[config.mk]
export PLATFORM = sky130hd
export DESIGN_NAME = lcsq_ctrl
export DESIGN_NICKNAME = d
export VERILOG_FILES = /design/src/rtl/load_cell_sample_qualifier_macros.svh /design/src/rtl/lcsq_pkg.sv /design/src/rtl/lcsq_ctrl.sv
export SDC_FILE = /design/constraint.sdc
export NUM_CORES = 1
export LEC_CHECK = 0
export BUFFER_PORTS_ARGS = -buffer_cell sky130_fd_sc_hd__buf_2
export CAP_MARGIN = 20
export CORE_AREA = 2 2 39 41
export CTS_CLUSTER_DIAMETER = 60
export CTS_CLUSTER_SIZE = 25
export DETAILED_ROUTE_END_ITERATION = 12
export DIE_AREA = 0 0 41 43
export GPL_TIMING_DRIVEN = 0
export PLACE_DENSITY_LB_ADDON = 0.3
export SETUP_SLACK_MARGIN = 0.1
export SLEW_MARGIN = 10
export SYNTH_ARGS = -nofsm -noshare
export SYNTH_HDL_FRONTEND = slang
export SYNTH_SLANG_ARGS = --single-unit
[constraint.sdc]
create_clock -name clk -period 1.23 [get_ports clk]
set_input_delay 0.0615 -clock clk [delete_from_list [all_inputs] [get_ports clk]]
set_output_delay 0.0615 -clock clk [all_outputs]
set_load 0.03 [all_outputs]
[src/rtl/load_cell_sample_qualifier_macros.svh]
// Assertion macros shared by the load cell sample qualifier RTL.
`ifndef LOAD_CELL_SAMPLE_QUALIFIER_MACROS_SVH
`define LOAD_CELL_SAMPLE_QUALIFIER_MACROS_SVH

// Same-cycle implication, disabled during reset.
`define LCSQ_ASSERT_IMPL(label, clk, rst, ante, cons) \
  label: assert property (@(posedge clk) disable iff (rst) (ante) |-> (cons)) \
    else $error("lcsq assertion failed");

// Next-cycle implication, disabled during reset.
`define LCSQ_ASSERT_NEXT(label, clk, rst, ante, cons) \
  label: assert property (@(posedge clk) disable iff (rst) (ante) |=> (cons)) \
    else $error("lcsq assertion failed");

`endif

[src/rtl/lcsq_pkg.sv]
// Shared types, codes and constants of the load cell sample qualifier.
`default_nettype none
package lcsq_pkg;

  localparam int RAW_WIDTH_DEF = 24;

  // command codes
  localparam logic [1:0] CMD_POLL        = 2'd0;
  localparam logic [1:0] CMD_RESTART     = 2'd1;
  localparam logic [1:0] CMD_REINIT_DONE = 2'd2;

  // result status codes
  localparam logic [2:0] ST_SKIPPED   = 3'd0;
  localparam logic [2:0] ST_OK        = 3'd1;
  localparam logic [2:0] ST_WARMING   = 3'd2;
  localparam logic [2:0] ST_NOT_READY = 3'd3;
  localparam logic [2:0] ST_INVALID   = 3'd4;
  localparam logic [2:0] ST_JUMP      = 3'd5;
  localparam logic [2:0] ST_CMD_DONE  = 3'd6;

  // register indexes
  localparam logic [2:0] REG_SAMPLE_INTERVAL = 3'd0;
  localparam logic [2:0] REG_TARE_OFFSET     = 3'd1;
  localparam logic [2:0] REG_GRAMS_PER_COUNT = 3'd2;
  localparam logic [2:0] REG_FILTER_SAMPLES  = 3'd3;
  localparam logic [2:0] REG_STARTUP         = 3'd4;

  // register reset values
  localparam logic [15:0] SAMPLE_INTERVAL_RST = 16'd100;
  localparam logic [31:0] GRAMS_PER_COUNT_RST = 32'h0100_0000;
  localparam logic [5:0]  FILTER_SAMPLES_RST  = 6'd10;

  // timing and limits
  localparam logic [31:0] WARMUP_MS      = 32'd5000;
  localparam logic [31:0] SETTLE_MS      = 32'd3000;
  localparam logic [31:0] REINIT_GAP_MS  = 32'd30000;
  localparam logic [7:0]  ERR_LIMIT      = 8'd5;
  localparam logic [7:0]  ERR_MAX        = 8'd255;
  localparam int          JUMP_LIMIT     = 500000;
  localparam int          NEAR_ZERO      = 10;
  localparam int          STABLE_BAND    = 1280;   // 5 g in Q24.8

  localparam int ALPHA_W = 17;
  localparam int DELTA_W = 33;
  localparam int PROD2_W = DELTA_W + ALPHA_W + 1;

  // EMA weight round(2^17/(N+1)) in Q1.16, indexed by the raw register value;
  // out of range spans clamp to 1 and 50.
  localparam logic [ALPHA_W-1:0] ALPHA_TABLE [64] = '{
    17'd65536, 17'd65536, 17'd43691, 17'd32768, 17'd26214, 17'd21845, 17'd18725, 17'd16384,
    17'd14564, 17'd13107, 17'd11916, 17'd10923, 17'd10082, 17'd9362,  17'd8738,  17'd8192,
    17'd7710,  17'd7282,  17'd6899,  17'd6554,  17'd6242,  17'd5958,  17'd5699,  17'd5461,
    17'd5243,  17'd5041,  17'd4855,  17'd4681,  17'd4520,  17'd4369,  17'd4228,  17'd4096,
    17'd3972,  17'd3855,  17'd3745,  17'd3641,  17'd3542,  17'd3449,  17'd3361,  17'd3277,
    17'd3197,  17'd3121,  17'd3048,  17'd2979,  17'd2913,  17'd2849,  17'd2789,  17'd2731,
    17'd2675,  17'd2621,  17'd2570,  17'd2570,  17'd2570,  17'd2570,  17'd2570,  17'd2570,
    17'd2570,  17'd2570,  17'd2570,  17'd2570,  17'd2570,  17'd2570,  17'd2570,  17'd2570
  };

  typedef struct packed {
    logic load;
    logic mul1;
    logic rnd1;
    logic delta;
    logic mul2;
    logic rnd2;
    logic commit;
  } lcsq_cmd_t;

  typedef struct packed {
    logic out_free;
  } lcsq_stat_t;

endpackage
`default_nettype wire

[src/rtl/lcsq_ctrl.sv]
// Sequencer that steps one request through the datapath stages.
`default_nettype none
module lcsq_ctrl (
  input  wire logic               clk,
  input  wire logic               rst,
  input  wire logic               sample_valid,
  output logic                    sample_stall,
  input  wire lcsq_pkg::lcsq_stat_t stat,
  output lcsq_pkg::lcsq_cmd_t     cmd
);
  import lcsq_pkg::*;

  localparam logic [2:0] S_IDLE   = 3'd0;
  localparam logic [2:0] S_MUL1   = 3'd1;
  localparam logic [2:0] S_RND1   = 3'd2;
  localparam logic [2:0] S_DELTA  = 3'd3;
  localparam logic [2:0] S_MUL2   = 3'd4;
  localparam logic [2:0] S_RND2   = 3'd5;
  localparam logic [2:0] S_COMMIT = 3'd6;

  logic [2:0] state, state_next;

  assign sample_stall = rst || (state != S_IDLE);

  always_comb begin
    cmd        = '0;
    state_next = state;
    case (state)
      S_IDLE: begin
        if (sample_valid && !sample_stall) begin
          cmd.load   = 1'b1;
          state_next = S_MUL1;
        end
      end
      S_MUL1: begin
        cmd.mul1   = 1'b1;
        state_next = S_RND1;
      end
      S_RND1: begin
        cmd.rnd1   = 1'b1;
        state_next = S_DELTA;
      end
      S_DELTA: begin
        cmd.delta  = 1'b1;
        state_next = S_MUL2;
      end
      S_MUL2: begin
        cmd.mul2   = 1'b1;
        state_next = S_RND2;
      end
      S_RND2: begin
        cmd.rnd2   = 1'b1;
        state_next = S_COMMIT;
      end
      S_COMMIT: begin
        // hold until the result register can take the new result
        if (stat.out_free) begin
          cmd.commit = 1'b1;
          state_next = S_IDLE;
        end
      end
      default: state_next = S_IDLE;
    endcase
  end

  always_ff @(posedge clk) begin
    if (rst) begin
      state <= S_IDLE;
    end else begin
      state <= state_next;
    end
  end

endmodule
`default_nettype wire

==> reports/qor.csv <==
stage,metric,value,unit
setup_path,worstSetupEndpointType,output port,
cts,cts_tree,built,
power_and_ir_drop,ir_drop,0.000491,V
timing,finalCritPeriodShare,91.8,%
cts,postCtsHoldBufs,0,
logic_synthesis,yosys_warnings,0,
floorplan,core_area,0.00138,mm^2
drt,routed_via_density,4.16,
final_layout,final_cell_mix,"buf_6, buf_4, buf_2, clkbuf_4",
setup_path,required,1.17,ns
logic_synthesis,synthArstFlopShare,0,%
final_layout,final_area,435,um^2
logic_synthesis,syn-cell-area,211,um^2
logic_synthesis,syn_area_per_cell,8.81,um^2
setup_path,reg2reg_depth,3,
setup_path,rr_startpoint,state[0],
setup_path,cp_max_fo,9,
floorplan,rows,14,
setup_path,worstPathArrival,1.07,ns
final_layout,syn_to_final_growth,106,%
timing,finalSetupViolCount,0,
timing,fin_worst_skew,0.00561,ns
place,gp_congestion,0.671,
final_layout,largest_register,state,
setup_path,cp-startpoint,state[2],
place,io_buffer_count,11,
outcome,status,"finished, final reports clean",
place,dpl.hpwl,381,um
worst_hold_path,hold_path_class,input port to register,
setup_path,critPathLaunchType,register,
cts,clk_pin_slew_worst_paths,0.03,ns
global_routing,grt_max_degree,10,
setup_path,cp-endpoint,cmd[6],
floorplan,io_pins,12,
setup_path,path_cells,buf_6 -> nor2_4 -> and3_4 -> buf_6,
worst_hold_path,hp-start,rst,
timing,slew_viol_final,0,
timing,finalHoldViolCount,0,
drt,wl_per_cell,9.36,um
run,cap_violations,0,
setup_path,cp_slowest_cell,dfxtp_1,
logic_synthesis,seq_area_frac_synth,28.4,%
setup_path,slowest_delay,0.30,ns
global_routing,grt_pass1_wl,952,um
logic_synthesis,synthFlopType,dfxtp_1,
floorplan,initial_utilization,15.3,%
logic_synthesis,syn_inst,24,
setup_path,cpMostUsedCell,buf_6,
logic_synthesis,synth_edf_count,0,
drt,drtIter0Drc,2,
drt,via_count,254,
global_routing,grt_pass1_vias,229,
cts,htree_levels,1,
floorplan,die_x,41,um
final_layout,num_antenna_cells,0,
timing,hold_ws,0.0830,ns
logic_synthesis,synth.distinct_cells,17,
timing,rsz0062_at_grt,yes,
final_layout,layout.nets,50,
drt,drtPass1Iterations,2,
power_and_ir_drop,power_density,1030,mW/mm^2
cts,cts_buffer_depth,2,
logic_synthesis,synth_seq_cells,3,
drt,routed_wirelength,571,um
final_layout,fill_cells,154,
place,dpl_cell_area,292,um^2
floorplan,die_area,0.00176,mm^2
final_layout,largest_reg_flops,3,
floorplan,die_y,43,um
setup_path,rrSetupSlack,0.23,ns
power_and_ir_drop,p_leak,0.206,nW
cts,cts_root_buffer,clkbuf_4,
timing,fmax,886,MHz
timing,relSlewSlack,83.1,%
global_routing,grt_usage,8.63,%
logic_synthesis,syn_nets,28,
final_layout,final_layout_size_suffix_gt1_share,75.6,%
global_routing,grt_remaining_overflow,0,
cts,cts_buffers,3,
timing,tightest_slew,0.253,ns
cts,clock_latency,0.23,ns
cts,cts.sinks,3,
timing,min_period,1.13,ns
drt,ant_nets,0,
global_routing,antenna_found_initial,0,
setup_path,worstSetupPathType,register to output port,
drt,drt_drc_violations_left,0,
setup_path,worstReg2RegEnd,state[0],
final_layout,largestRegisters,state (3),
## area by class of cell
| cell class | instances | area [um^2] | area share (%) |
|---|---|---|---|
| Timing Repair Buffer | 17 | 136 | 31.3 |
| Clock buffer | 4 | 26.3 | 6.03 |
| Buffer | 3 | 33.8 | 7.76 |
| Multi-Input combinational cell | 18 | 156 | 35.9 |
| Sequential cell | 3 | 62.6 | 14.4 |
| Tap cell | 16 | 20.0 | 4.60 |
## what timing repair did
action,in CTS,in global routing
setup buffers,5,1
pin swaps,3,1
endpoints found under the setup margin,8,7
gates resized for setup,20,4
## where the power goes
group	internal, mW	total, mW	switching (mW)
registers	0.107	0.111	0.00415
clock network	0.122	0.173	0.0517
logic	0.0803	0.166	0.0855
## cells in the mapped netlist (2+ instances only)
| cell type | n | area share [%] |
|---|---|---|
| nor2_1 | 3 | 5.3 |
| buf_4 | 2 | 7.1 |
| and3b_1 | 2 | 8.3 |
| nor3b_1 | 2 | 7.1 |
| dfxtp_1 | 3 | 28 |
## routing by layer
metal  vias up  share of wire [%]  global-route usage (%)
met2        13                 45                    10.9
met5         -                  0                       0
met3         0                 13                    6.28
met4         0                  0                    4.00
li1        127                  -                       -
met1       114                 42                    10.6
## worst min path at each step
stage,to,slack (ns),cells after the start
3_3_place_gp,state[2],0.29,2
2_1_floorplan,state[2],0.13,1
4_1_cts,state[0],0.07,2
6_report,state[2],0.08,2
3_5_place_dp,state[2],0.29,2
5_1_grt,state[0],0.08,2
## critical path: cells and delay by family (launching register included)
family / cells / cell delay, ns
and+or+nand+nor: 2 / 0.29
buffers and inverters: 2 / 0.25
DFF: 1 / 0.30
## metrics by stage
| stage | TNS (ns) | total power, mW | utilization (%) | cells | setup slack (ns) |
|---|---|---|---|---|---|
| 5_1_grt | 0 | 0.490 | 31.5 | 61 | 0.0392 |
| 4_1_cts | 0 | 0.453 | 30.2 | 60 | 0.0877 |
| 3_5_place_dp | 0 | 0.226 | 21.1 | 51 | 0.209 |
| 3_3_place_gp | 0 | 0.226 | 21.1 | 51 | 0.223 |
| 6_report | 0 | 0.450 | 31.5 | 61 | 0.101 |
| 2_1_floorplan | -0.0125 | 0.196 | - | 24 | -0.0125 |
## logic make-up after synthesis
logic type	synth area share [%]
and+or+nand+nor	38.5
muxes	4.73
buffers and inverters	12.4
AOI/OAI and AO/OA	16.0
DFF	28.4
(Power assumes the default switching activity.)
